## config.mk

```make
export PLATFORM = sky130hd
export DESIGN_NAME = gregorian_date_offset_unit_flat
export DESIGN_NICKNAME = d
export VERILOG_FILES = /design/src/rtl/gdo_pkg.sv /design/src/rtl/gdo_if.sv /design/src/rtl/gdo_sequencer.sv /design/src/rtl/gdo_datapath.sv /design/src/rtl/gregorian_date_offset_unit.sv /design/src/flat_wrapper.sv
export SDC_FILE = /design/constraint.sdc
export NUM_CORES = 1
export LEC_CHECK = 0
export BUFFER_PORTS_ARGS = -buffer_cell sky130_fd_sc_hd__buf_2
export CAP_MARGIN = 25
export CORE_UTILIZATION = 42
export DETAILED_ROUTE_END_ITERATION = 8
export GPL_TIMING_DRIVEN = 0
export MAX_ROUTING_LAYER = met4
export PLACE_DENSITY = 0.58
export SLEW_MARGIN = 40
export SYNTH_ARGS = -nofsm -noshare
export SYNTH_HDL_FRONTEND = slang
export SYNTH_SLANG_ARGS = --single-unit
```

## constraint.sdc

```tcl
create_clock -name i_clk -period 7.18 [get_ports i_clk]
set_input_delay 1.436 -clock i_clk [delete_from_list [all_inputs] [get_ports i_clk]]
set_output_delay 1.436 -clock i_clk [all_outputs]
set_load 0.01 [all_outputs]
```

## src/rtl/gdo_pkg.sv

```systemverilog
// Package: shared types, constants, calendar tables and microprogram of the date offset unit.
`timescale 1ns / 1ps

package gdo_pkg;

    // Field widths of the item and result words
    localparam int DAY_W    = 5;
    localparam int MONTH_W  = 4;
    localparam int YEAR_W   = 14;
    localparam int OFFSET_W = 16;
    localparam int WDAY_W   = 3;

    // Internal working widths: day count, signed year, century, remainder, Zeller sum, quotient
    localparam int DACC_W = 17;
    localparam int YACC_W = 15;
    localparam int CENT_W = 9;
    localparam int REM_W  = 7;
    localparam int ZSUM_W = 10;
    localparam int ZQ_W   = 7;

    localparam int PC_W = 4;

    localparam logic signed [YACC_W-1:0] YEAR_MIN = 15'sd1;
    localparam logic signed [YACC_W-1:0] YEAR_MAX = 15'sd9999;
    localparam logic [MONTH_W-1:0]       MONTH_JAN = 4'd1;
    localparam logic [MONTH_W-1:0]       MONTH_MAR = 4'd3;
    localparam logic [MONTH_W-1:0]       MONTH_DEC = 4'd12;
    localparam logic [REM_W-1:0]         REM_MAX   = 7'd99;

    // floor(y / 100) = (y * RECIP_100) >> RECIP_100_SH for y below 16384
    localparam logic [12:0] RECIP_100    = 13'd5243;
    localparam int          RECIP_100_SH = 19;
    // floor(s / 7) = (s * RECIP_7) >> RECIP_7_SH for s below 1024
    localparam logic [11:0] RECIP_7      = 12'd2341;
    localparam int          RECIP_7_SH   = 14;
    localparam logic [6:0]  CENTURY      = 7'd100;
    localparam logic [3:0]  WEEK         = 4'd7;
    localparam logic [WDAY_W-1:0] WDAY_SAT = 3'd6;

    typedef enum logic [3:0] {
        OP_NOP,
        OP_DIVC,
        OP_MODR,
        OP_CHECK,
        OP_ADD,
        OP_FWD,
        OP_BWD,
        OP_CLAMP,
        OP_ZPREP,
        OP_ZSUM1,
        OP_ZSUM2,
        OP_ZMUL,
        OP_ZMOD,
        OP_EMIT
    } t_op;

    typedef enum logic [2:0] {
        C_NEVER,
        C_INVALID,
        C_FWD,
        C_BWD,
        C_OUT_BUSY
    } t_cond;

    typedef struct packed {
        t_op              op;
        t_cond            cond;
        logic [PC_W-1:0]  target;
        logic             last;
    } t_ctrl;

    typedef struct packed {
        logic bad;
        logic fwd;
        logic bwd;
    } t_status;

    typedef struct packed {
        logic [DAY_W-1:0]           day;
        logic [MONTH_W-1:0]         month;
        logic [YEAR_W-1:0]          year;
        logic signed [OFFSET_W-1:0] offset;
    } t_item;

    typedef struct packed {
        logic [DAY_W-1:0]   day;
        logic [MONTH_W-1:0] month;
        logic [YEAR_W-1:0]  year;
        logic [WDAY_W-1:0]  weekday;
        logic               date_valid;
        logic               year_overflow;
    } t_result;

    // Step addresses of the microprogram
    localparam logic [PC_W-1:0] ST_DIVC  = 4'd0;
    localparam logic [PC_W-1:0] ST_MODR  = 4'd1;
    localparam logic [PC_W-1:0] ST_CHECK = 4'd2;
    localparam logic [PC_W-1:0] ST_ADD   = 4'd3;
    localparam logic [PC_W-1:0] ST_FWD   = 4'd4;
    localparam logic [PC_W-1:0] ST_BWD   = 4'd5;
    localparam logic [PC_W-1:0] ST_CLAMP = 4'd6;
    localparam logic [PC_W-1:0] ST_ZPREP = 4'd7;
    localparam logic [PC_W-1:0] ST_ZSUM1 = 4'd8;
    localparam logic [PC_W-1:0] ST_ZSUM2 = 4'd9;
    localparam logic [PC_W-1:0] ST_ZMUL  = 4'd10;
    localparam logic [PC_W-1:0] ST_ZMOD  = 4'd11;
    localparam logic [PC_W-1:0] ST_EMIT  = 4'd12;

    function automatic t_ctrl f_cw(t_op op, t_cond cond, logic [PC_W-1:0] target,
                                   logic last);
        t_ctrl w;
        w.op     = op;
        w.cond   = cond;
        w.target = target;
        w.last   = last;
        return w;
    endfunction

    // Microprogram ROM
    function automatic t_ctrl f_ucode(logic [PC_W-1:0] pc);
        t_ctrl w;
        case (pc)
            ST_DIVC:  w = f_cw(OP_DIVC,  C_NEVER,    ST_DIVC,  1'b0);
            ST_MODR:  w = f_cw(OP_MODR,  C_NEVER,    ST_DIVC,  1'b0);
            ST_CHECK: w = f_cw(OP_CHECK, C_INVALID,  ST_EMIT,  1'b0);
            ST_ADD:   w = f_cw(OP_ADD,   C_NEVER,    ST_DIVC,  1'b0);
            ST_FWD:   w = f_cw(OP_FWD,   C_FWD,      ST_FWD,   1'b0);
            ST_BWD:   w = f_cw(OP_BWD,   C_BWD,      ST_BWD,   1'b0);
            ST_CLAMP: w = f_cw(OP_CLAMP, C_NEVER,    ST_DIVC,  1'b0);
            ST_ZPREP: w = f_cw(OP_ZPREP, C_NEVER,    ST_DIVC,  1'b0);
            ST_ZSUM1: w = f_cw(OP_ZSUM1, C_NEVER,    ST_DIVC,  1'b0);
            ST_ZSUM2: w = f_cw(OP_ZSUM2, C_NEVER,    ST_DIVC,  1'b0);
            ST_ZMUL:  w = f_cw(OP_ZMUL,  C_NEVER,    ST_DIVC,  1'b0);
            ST_ZMOD:  w = f_cw(OP_ZMOD,  C_NEVER,    ST_DIVC,  1'b0);
            ST_EMIT:  w = f_cw(OP_EMIT,  C_OUT_BUSY, ST_EMIT,  1'b1);
            default:  w = f_cw(OP_NOP,   C_NEVER,    ST_DIVC,  1'b1);
        endcase
        return w;
    endfunction

    // Year held as century and remainder: y = 100 * cent + rem
    function automatic logic f_is_leap(logic signed [CENT_W-1:0] cent,
                                       logic [REM_W-1:0] rem);
        return (rem != '0) ? (rem[1:0] == 2'b00) : (cent[1:0] == 2'b00);
    endfunction

    function automatic logic [DAY_W-1:0] f_days_in(logic [MONTH_W-1:0] month, logic leap);
        logic [DAY_W-1:0] d;
        case (month)
            4'd2:                    d = leap ? 5'd29 : 5'd28;
            4'd4, 4'd6, 4'd9, 4'd11: d = 5'd30;
            default:                 d = 5'd31;
        endcase
        return d;
    endfunction

    // floor(13 * (m + 1) / 5) for the shifted months 3..14
    function automatic logic [5:0] f_zeller_month(logic [MONTH_W-1:0] month);
        logic [5:0] t;
        case (month)
            4'd3:    t = 6'd10;
            4'd4:    t = 6'd13;
            4'd5:    t = 6'd15;
            4'd6:    t = 6'd18;
            4'd7:    t = 6'd20;
            4'd8:    t = 6'd23;
            4'd9:    t = 6'd26;
            4'd10:   t = 6'd28;
            4'd11:   t = 6'd31;
            4'd12:   t = 6'd33;
            4'd13:   t = 6'd36;
            4'd14:   t = 6'd39;
            default: t = 6'd0;
        endcase
        return t;
    endfunction

endpackage

```

## src/rtl/gdo_if.sv

```systemverilog
// Interfaces: valid/ready channels for the date item and the result word.
`timescale 1ns / 1ps

interface gdo_in_if;
    import gdo_pkg::*;
    logic                       valid;
    logic                       ready;
    logic [DAY_W-1:0]           in_day;
    logic [MONTH_W-1:0]         in_month;
    logic [YEAR_W-1:0]          in_year;
    logic signed [OFFSET_W-1:0] day_offset;

    modport source (output valid, in_day, in_month, in_year, day_offset, input ready);
    modport sink   (input valid, in_day, in_month, in_year, day_offset, output ready);
endinterface

interface gdo_out_if;
    import gdo_pkg::*;
    logic               valid;
    logic               ready;
    logic [DAY_W-1:0]   out_day;
    logic [MONTH_W-1:0] out_month;
    logic [YEAR_W-1:0]  out_year;
    logic [WDAY_W-1:0]  weekday;
    logic               date_valid;
    logic               year_overflow;

    modport source (output valid, out_day, out_month, out_year, weekday, date_valid,
                    year_overflow, input ready);
    modport sink   (input valid, out_day, out_month, out_year, weekday, date_valid,
                    year_overflow, output ready);
endinterface

```

## src/rtl/gdo_sequencer.sv

```systemverilog
// Sequencer: step counter, microprogram fetch and conditional jumps.
`timescale 1ns / 1ps

module gdo_sequencer import gdo_pkg::*; (
    input  logic    i_clk,
    input  logic    i_rst_n,
    input  logic    i_start,
    input  t_status i_status,
    input  logic    i_out_busy,
    output logic    o_busy,
    output t_ctrl   o_ctrl
);

    logic [PC_W-1:0] r_pc, n_pc;
    logic            r_busy, n_busy;
    t_ctrl           w_word;
    logic            w_take;

    assign w_word = f_ucode(r_pc);

    always_comb begin
        unique case (w_word.cond)
            C_NEVER:    w_take = 1'b0;
            C_INVALID:  w_take = i_status.bad;
            C_FWD:      w_take = i_status.fwd;
            C_BWD:      w_take = i_status.bwd;
            C_OUT_BUSY: w_take = i_out_busy;
            default:    w_take = 1'b0;
        endcase
    end

    always_comb begin
        n_pc   = r_pc;
        n_busy = r_busy;
        if (!r_busy) begin
            if (i_start) begin
                n_busy = 1'b1;
                n_pc   = ST_DIVC;
            end
        end else if (w_take) begin
            n_pc = w_word.target;
        end else if (w_word.last) begin
            n_busy = 1'b0;
        end else begin
            n_pc = r_pc + 1'b1;
        end
    end

    always_ff @(posedge i_clk) begin
        if (!i_rst_n) begin
            r_busy <= 1'b0;
            r_pc   <= ST_DIVC;
        end else begin
            r_busy <= n_busy;
            r_pc   <= n_pc;
        end
    end

    always_comb begin
        o_ctrl = w_word;
        if (!r_busy) begin
            o_ctrl.op = OP_NOP;
        end
    end

    assign o_busy = r_busy;

endmodule

```

## src/rtl/gdo_datapath.sv

```systemverilog
// Datapath: date registers, month stepper, clamp and weekday arithmetic.
`timescale 1ns / 1ps

module gdo_datapath import gdo_pkg::*; (
    input  logic    i_clk,
    input  logic    i_load,
    input  t_item   i_item,
    input  t_ctrl   i_ctrl,
    output t_status o_status,
    output t_result o_result
);

    logic signed [DACC_W-1:0]   r_d;
    logic [MONTH_W-1:0]         r_m;
    logic signed [YACC_W-1:0]   r_y;
    logic signed [CENT_W-1:0]   r_c;
    logic [REM_W-1:0]           r_r;
    logic signed [OFFSET_W-1:0] r_off;
    logic                       r_valid;
    logic                       r_ovf;
    logic [WDAY_W-1:0]          r_wd;
    logic [MONTH_W-1:0]         r_zm;
    logic [REM_W-1:0]           r_zk;
    logic [REM_W-1:0]           r_zj;
    logic [ZSUM_W-1:0]          r_s;
    logic [ZQ_W-1:0]            r_q;

    logic [DAY_W-1:0]           w_dim_cur;
    logic signed [DACC_W-1:0]   w_dim_cur_s;
    logic [MONTH_W-1:0]         w_m_prev;
    logic [REM_W-1:0]           w_r_prev;
    logic signed [CENT_W-1:0]   w_c_prev;
    logic [DAY_W-1:0]           w_dim_prev;
    logic [26:0]                w_cprod;
    logic [YEAR_W-1:0]          w_rdiff;
    logic [21:0]                w_qprod;
    logic [ZSUM_W-1:0]          w_h;

    assign w_dim_cur   = f_days_in(r_m, f_is_leap(r_c, r_r));
    assign w_dim_cur_s = $signed({{(DACC_W-DAY_W){1'b0}}, w_dim_cur});

    // Month before the current one, with year borrow
    assign w_m_prev   = (r_m == MONTH_JAN) ? MONTH_DEC : r_m - 1'b1;
    assign w_r_prev   = (r_r == '0) ? REM_MAX : r_r - 1'b1;
    assign w_c_prev   = (r_r == '0) ? r_c - CENT_W'(1) : r_c;
    assign w_dim_prev = (r_m == MONTH_JAN)
                      ? f_days_in(w_m_prev, f_is_leap(w_c_prev, w_r_prev))
                      : f_days_in(w_m_prev, f_is_leap(r_c, r_r));

    assign w_cprod = 27'(r_y[YEAR_W-1:0]) * 27'(RECIP_100);
    assign w_rdiff = r_y[YEAR_W-1:0] - YEAR_W'(r_c[7:0]) * YEAR_W'(CENTURY);
    assign w_qprod = 22'(r_s) * 22'(RECIP_7);
    assign w_h     = r_s - ZSUM_W'(r_q) * ZSUM_W'(WEEK);

    assign o_status.bad = !(r_y >= YEAR_MIN && r_y <= YEAR_MAX &&
                            r_m >= MONTH_JAN && r_m <= MONTH_DEC &&
                            r_d >= DACC_W'(1) && r_d <= w_dim_cur_s);
    assign o_status.fwd = r_d > w_dim_cur_s;
    assign o_status.bwd = r_d < DACC_W'(1);

    always_ff @(posedge i_clk) begin
        if (i_load) begin
            r_d     <= $signed({{(DACC_W-DAY_W){1'b0}}, i_item.day});
            r_m     <= i_item.month;
            r_y     <= $signed({1'b0, i_item.year});
            r_off   <= i_item.offset;
            r_valid <= 1'b0;
            r_ovf   <= 1'b0;
            r_wd    <= '0;
        end else begin
            case (i_ctrl.op)
                OP_DIVC: begin
                    r_c <= $signed({1'b0, w_cprod[RECIP_100_SH +: 8]});
                end
                OP_MODR: begin
                    r_r <= w_rdiff[REM_W-1:0];
                end
                OP_CHECK: begin
                    r_valid <= !o_status.bad;
                end
                OP_ADD: begin
                    r_d <= r_d + DACC_W'(r_off);
                end
                OP_FWD: begin
                    if (o_status.fwd) begin
                        r_d <= r_d - w_dim_cur_s;
                        if (r_m == MONTH_DEC) begin
                            r_m <= MONTH_JAN;
                            r_y <= r_y + YACC_W'(1);
                            if (r_r == REM_MAX) begin
                                r_r <= '0;
                                r_c <= r_c + CENT_W'(1);
                            end else begin
                                r_r <= r_r + 1'b1;
                            end
                        end else begin
                            r_m <= r_m + 1'b1;
                        end
                    end
                end
                OP_BWD: begin
                    if (o_status.bwd) begin
                        r_d <= r_d + $signed({{(DACC_W-DAY_W){1'b0}}, w_dim_prev});
                        r_m <= w_m_prev;
                        if (r_m == MONTH_JAN) begin
                            r_y <= r_y - YACC_W'(1);
                            r_r <= w_r_prev;
                            r_c <= w_c_prev;
                        end
                    end
                end
                OP_CLAMP: begin
                    if (r_y > YEAR_MAX) begin
                        r_ovf <= 1'b1;
                        r_y   <= YEAR_MAX;
                        r_m   <= MONTH_DEC;
                        r_d   <= DACC_W'(31);
                        r_c   <= CENT_W'(99);
                        r_r   <= REM_MAX;
                    end else if (r_y < YEAR_MIN) begin
                        r_ovf <= 1'b1;
                        r_y   <= YEAR_MIN;
                        r_m   <= MONTH_JAN;
                        r_d   <= DACC_W'(1);
                        r_c   <= '0;
                        r_r   <= REM_W'(1);
                    end
                end
                OP_ZPREP: begin
                    // January and February count as months 13 and 14 of the year before
                    if (r_m < MONTH_MAR) begin
                        r_zm <= r_m + MONTH_W'(12);
                        r_zk <= w_r_prev;
                        r_zj <= w_c_prev[REM_W-1:0];
                    end else begin
                        r_zm <= r_m;
                        r_zk <= r_r;
                        r_zj <= r_c[REM_W-1:0];
                    end
                end
                OP_ZSUM1: begin
                    r_s <= ZSUM_W'(r_d[DAY_W-1:0]) + ZSUM_W'(f_zeller_month(r_zm))
                         + ZSUM_W'(r_zk) + ZSUM_W'(r_zk[REM_W-1:2]);
                end
                OP_ZSUM2: begin
                    r_s <= r_s + ZSUM_W'(r_zj[REM_W-1:2]) + ZSUM_W'({r_zj, 2'b00})
                         + ZSUM_W'(r_zj);
                end
                OP_ZMUL: begin
                    r_q <= w_qprod[RECIP_7_SH +: ZQ_W];
                end
                OP_ZMOD: begin
                    // Zeller gives 0 for Saturday; rotate so that Sunday is 0
                    r_wd <= (w_h[WDAY_W-1:0] == '0) ? WDAY_SAT
                                                    : w_h[WDAY_W-1:0] - 1'b1;
                end
                default: begin
                end
            endcase
        end
    end

    assign o_result.day           = r_d[DAY_W-1:0];
    assign o_result.month         = r_m;
    assign o_result.year          = r_y[YEAR_W-1:0];
    assign o_result.weekday       = r_wd;
    assign o_result.date_valid    = r_valid;
    assign o_result.year_overflow = r_ovf;

endmodule

```

## src/rtl/gregorian_date_offset_unit.sv

```systemverilog
// Top level: Gregorian date plus day offset with weekday, microcoded sequencer and datapath.
`timescale 1ns / 1ps

// The unit takes one word (day, month, year, signed 16-bit day offset) at a time on
// i_item and returns one result word on o_res: the shifted date, its weekday (0 is
// Sunday), a flag that the input date was valid and a flag that the result year left
// 1..9999 and was held at 0001-01-01 or 9999-12-31. An invalid input date comes back
// unchanged with weekday 0 and both flags low. A short microprogram drives one shared
// datapath; the month stepper retires one month per cycle, and an invalid date goes
// straight from the check to the emit step. i_item.ready is high while the
// sequencer is idle; the result sits in an output register, so the next word is
// taken while the previous result still waits, and the sequencer holds at its
// last step only when that register is full and not being drained this cycle.

module gregorian_date_offset_unit import gdo_pkg::*; (
    input  logic      i_clk,
    input  logic      i_rst_n,
    gdo_in_if.sink    i_item,
    gdo_out_if.source o_res
);

    t_item   w_item;
    t_ctrl   w_ctrl;
    t_status w_status;
    t_result w_result;
    logic    w_busy;
    logic    w_accept;
    logic    w_out_busy;
    logic    w_emit;

    logic    r_out_valid;
    t_result r_out;

    // Accept a word only while the sequencer is idle
    assign i_item.ready = !w_busy;
    assign w_accept     = i_item.valid && !w_busy;

    assign w_item.day    = i_item.in_day;
    assign w_item.month  = i_item.in_month;
    assign w_item.year   = i_item.in_year;
    assign w_item.offset = i_item.day_offset;

    // Output register full and not being drained this cycle
    assign w_out_busy = r_out_valid && !o_res.ready;
    assign w_emit     = (w_ctrl.op == OP_EMIT) && !w_out_busy;

    gdo_sequencer u_seq (
        .i_clk      (i_clk),
        .i_rst_n    (i_rst_n),
        .i_start    (w_accept),
        .i_status   (w_status),
        .i_out_busy (w_out_busy),
        .o_busy     (w_busy),
        .o_ctrl     (w_ctrl)
    );

    gdo_datapath u_dp (
        .i_clk    (i_clk),
        .i_load   (w_accept),
        .i_item   (w_item),
        .i_ctrl   (w_ctrl),
        .o_status (w_status),
        .o_result (w_result)
    );

    // Hold the result until the sink takes it
    always_ff @(posedge i_clk) begin
        if (!i_rst_n) begin
            r_out_valid <= 1'b0;
        end else if (w_emit) begin
            r_out_valid <= 1'b1;
        end else if (o_res.ready) begin
            r_out_valid <= 1'b0;
        end
    end

    always_ff @(posedge i_clk) begin
        if (w_emit) begin
            r_out <= w_result;
        end
    end

    assign o_res.valid         = r_out_valid;
    assign o_res.out_day       = r_out.day;
    assign o_res.out_month     = r_out.month;
    assign o_res.out_year      = r_out.year;
    assign o_res.weekday       = r_out.weekday;
    assign o_res.date_valid    = r_out.date_valid;
    assign o_res.year_overflow = r_out.year_overflow;

endmodule

```

## src/flat_wrapper.sv

```systemverilog
// flat-port wrapper written by rule: the top's interface ports become plain ports
module gregorian_date_offset_unit_flat import gdo_pkg::*;
  (i_clk, i_rst_n, i_item_valid, i_item_in_day, i_item_in_month, i_item_in_year, i_item_day_offset, i_item_ready, o_res_valid, o_res_out_day, o_res_out_month, o_res_out_year, o_res_weekday, o_res_date_valid, o_res_year_overflow, o_res_ready);
  gdo_in_if i_item_i ();
  gdo_out_if o_res_i ();
  input  logic i_clk;
  input  logic i_rst_n;
  input wire logic [$bits(i_item_i.valid)-1:0] i_item_valid;
  input wire logic [$bits(i_item_i.in_day)-1:0] i_item_in_day;
  input wire logic [$bits(i_item_i.in_month)-1:0] i_item_in_month;
  input wire logic [$bits(i_item_i.in_year)-1:0] i_item_in_year;
  input wire logic [$bits(i_item_i.day_offset)-1:0] i_item_day_offset;
  output wire logic [$bits(i_item_i.ready)-1:0] i_item_ready;
  output wire logic [$bits(o_res_i.valid)-1:0] o_res_valid;
  output wire logic [$bits(o_res_i.out_day)-1:0] o_res_out_day;
  output wire logic [$bits(o_res_i.out_month)-1:0] o_res_out_month;
  output wire logic [$bits(o_res_i.out_year)-1:0] o_res_out_year;
  output wire logic [$bits(o_res_i.weekday)-1:0] o_res_weekday;
  output wire logic [$bits(o_res_i.date_valid)-1:0] o_res_date_valid;
  output wire logic [$bits(o_res_i.year_overflow)-1:0] o_res_year_overflow;
  input wire logic [$bits(o_res_i.ready)-1:0] o_res_ready;
  assign i_item_i.valid = i_item_valid;
  assign i_item_i.in_day = i_item_in_day;
  assign i_item_i.in_month = i_item_in_month;
  assign i_item_i.in_year = i_item_in_year;
  assign i_item_i.day_offset = i_item_day_offset;
  assign i_item_ready = i_item_i.ready;
  assign o_res_valid = o_res_i.valid;
  assign o_res_out_day = o_res_i.out_day;
  assign o_res_out_month = o_res_i.out_month;
  assign o_res_out_year = o_res_i.out_year;
  assign o_res_weekday = o_res_i.weekday;
  assign o_res_date_valid = o_res_i.date_valid;
  assign o_res_year_overflow = o_res_i.year_overflow;
  assign o_res_i.ready = o_res_ready;
  gregorian_date_offset_unit u_core (.i_clk(i_clk), .i_rst_n(i_rst_n), .i_item(i_item_i), .o_res(o_res_i));
endmodule
```

==> metrics.txt <==
status=completed; CTS sink cnt=153; cell chain of the critical path=inv_1 > fa_1 > inv_1 > ha_1 > inv_1 > fa_1 > inv_1 > ha_1 > inv_1 > fa_1 > inv_1 > ha_1 > a21oi_1 > o31ai_1 > a211oi_1 > o31a_1 > o21ai_0 > or3_1 > a31oi_1 > mux2i_1 > o211ai_1; share of cells above drive strength 1=0.0793; Hold Fails Final Rpt=0; hold_sp=u_core.u_dp.r_wd[0]; Pins Over Slew Limit=0; Synth Flop Type=edfxtp_1; RSZ-0062 raised after global routing=no; DRC Markers=0; starting density of the core=0.429; Post-Syn Nets=1,932; CP endpoint kind=flop; Clock Latency Late Sink=0.45 ns; reg2reg start=u_core.u_dp.r_y[3]; core area=34,700 um2; PortBufs=72; syn_area_per_cell=9.68 um2; Die X=190 um; VDD IR-drop max=0.199 mV; # IOs=73; Reg2Reg Setup Slack=0.94 ns; slowest stage delay, CP=0.79 ns; cell with the most instances on the worst path=inv_1; Area Overhead vs Synth=10.5%; Root Buffer=clkbuf_16; max layer used=met4; placer's final routability congestion estimate=0.897; DR WL/cell=18.1 um; initial antenna violation count=0; CP required=7.35 ns; Reg2Reg Depth=21; Met3 Wirelength=1.97 mm; most frequent cell after synthesis=ha_1; Worst path top cell family by delay=adder cells; Hold Path Stages=0; async set-reset flop share out of synthesis=0; Die ar.=36,300 um2; pin count of the biggest net entering global routing=20; post-route cell area=16,500 um2; Final Core Density=0.475; final setup violation count=0; Final Net Count=2,030; Synth cell types=72; period utilization=0.869; CTS buffer count=17; placed inst area=15,900 um2; worst hold path type=flop to flop; Post-synth top cells=ha_1 (250), inv_1 (220), edfxtp_1 (112), nand2_1 (109), fa_1 (99); Hold WS=0.425 ns; drt pass-1 iters=5; Power Dens Cells=225 nW/um2; Synth Cell Area=14,900 um2; H-Tree Depth=4; top cells by area, synth=edfxtp_1 (23%), ha_1 (21%), fa_1 (13%); row count=68; top-area cell type share of the netlist area=0.226; Slowest-stage cell, CP=edfxtp_1; wirelength, routed=38.1 mm; Setup Fix Bufs, Post-CTS=0; first-pass GRT wire length=61.1 mm; WP data arrival=6.41 ns; Worst-path clk slew=0.07 ns; CTS tree=built; EDFF count, synth=112; WS Path Type=flop to flop; vias in the first global route=11,500; skew final=0.0172 ns; Pleak=0.00741 uW; Vias per Instance=5.42; dpl hpwl=30.3 mm; clock tree buffer depth=2; hold_buf cts=0; GRT Util Overall=0.224; Syn Inst Count=1,540; 1st-iter DRT viols=738; Crit Path Max Fanout=11; # fillers=3,354; via count=11,400; Max Clock Freq=160 MHz; # resized after CTS=0; minimum clock period=6.24 ns; relative slew slack=0.385; area of the multi-input gates=9760 um2; Crit. Startpoint=u_core.u_dp.r_y[3]; met1 WL=18.0 mm; Reg area=4180 um2; area leader, netlist=edfxtp_1; Antenna Nets Post-Route=0; Max-Cap Viols=0; Worst Hold Endpoint=u_core.o_res.weekday[0]; Placement Setup Slack=0.946 ns; TNS Setup=0 ns; worst path buffer plus inverter count=6; Seq/Total Area, Yosys=0.281; Yosys reg bits=153; Slew @ Worst Pin=0.915 ns; yosys warns=0; worst setup margin=0.941 ns; Die H=190 um; R2R Path End=u_core.u_dp.r_c[6]; number of diodes=0; WL met2=17.1 mm; startpoint types=flop; grt ovf=0
==> logic make-up after synthesis <==
| logic type | count (synthesis) | share of synthesized area |
|---|---|---|
| simple gates | 359 | 0.113 |
| compound gates | 327 | 0.144 |
| flops | 153 | 0.281 |
| fa+ha+maj | 349 | 0.343 |
| mux | 10 | 0.00671 |
| xor+xnor | 79 | 0.0464 |
| buf+inv | 263 | 0.0664 |
==> registers in the layout, summed over array words and instances (netlist names), 3 cells and up, named ones only <==
| signal | cells |
|---|---|
| u_core.o_res.out_day | 5 |
| u_core.o_res.out_month | 4 |
| u_core.o_res.out_year | 14 |
| u_core.o_res.weekday | 3 |
| u_core.u_dp.r_c | 7 |
| u_core.u_dp.r_d | 17 |
| u_core.u_dp.r_m | 4 |
| u_core.u_dp.r_off | 16 |
| u_core.u_dp.r_q | 3 |
| u_core.u_dp.r_r | 7 |
| u_core.u_dp.r_s | 10 |
| u_core.u_dp.r_wd | 3 |
| u_core.u_dp.r_y | 15 |
| u_core.u_dp.r_zj | 7 |
| u_core.u_dp.r_zk | 7 |
| u_core.u_dp.r_zm | 4 |
| u_core.u_seq.r_pc | 4 |
| u_core.u_seq.w_word | 11 |
==> cell type report <==
class / count / area share
sequential: 153 / 0.254
timing repair buffer: 79 / 0.0264
buffer: 41 / 0.00957
multi-input combinational: 1124 / 0.592
inverter: 222 / 0.0506
clock buffer: 18 / 0.0260
tap: 455 / 0.0345
clock inverter: 14 / 0.00691
==> worst max path at each step <==
stage	end	slack [ns]	cells past startpoint
6_report	u_core.u_dp.r_c[6]	0.94	21
3_5_place_dp	u_core.u_dp.r_c[6]	0.95	21
2_1_floorplan	u_core.u_dp.r_c[6]	1.89	19
5_1_grt	u_core.u_dp.r_d[16]	0.50	18
3_3_place_gp	u_core.u_dp.r_c[5]	0.76	14
4_1_cts	u_core.u_dp.r_c[6]	0.90	21
==> worst reg2reg max path, stage by stage (launching register included) <==
cell and delay [ns]:
edfxtp_1 0.79, inv_1 0.46, fa_1 0.58, inv_1 0.08, ha_1 0.13, inv_1 0.05
fa_1 0.53, inv_1 0.04, ha_1 0.26, inv_1 0.05, fa_1 0.53, inv_1 0.05
ha_1 0.30, a21oi_1 0.18, o31ai_1 0.09, a211oi_1 0.37, o31a_1 0.32, o21ai_0 0.16
or3_1 0.34, a31oi_1 0.31, mux2i_1 0.23, o211ai_1 0.11
==> per-layer routing <==
metal,track usage,up-vias
met5,-,-
met4,0.0757,0
met3,0.0394,59
li1,-,5557
met2,0.341,272
met1,0.300,5532
==> where the power goes <==
group          switching [uW]  leakage, uW  internal (uW)  total, uW
logic                     972      0.00579            775       1750
registers                68.9      0.00136           1030       1100
clock network             416     0.000262            450        866
==> per-stage QoR <==
stage	total power [uW]	instances
finish	3710	2106
global route	4070	2106
CTS	3760	2106
detailed placement	2860	2074
global placement	2820	2067
floorplan	2420	1540
==> cells in the final DEF, fill, tap and decap left out, types with 9 or more instances in the layout <==
cell type and instances:
xnor2_1 46, xor2_1 33, buf_2 76, nand2b_1 12
and3_1 9, fa_1 99, nand2_1 109, nor3_1 28
mux2i_1 10, edfxtp_1 112, a21o_1 16, and2_1 20
nand3_1 33, o22ai_1 13, clkbuf_1 39, a221oi_1 9
a31oi_1 18, a211oi_1 9, ha_1 250, nor2_1 94
clkbuf_16 17, a21oi_1 82, dfxtp_1 41, or3_1 11
o21ai_0 81, o211ai_1 11, inv_1 220, nor2b_1 9
Power figures use the tool's default switching activity.
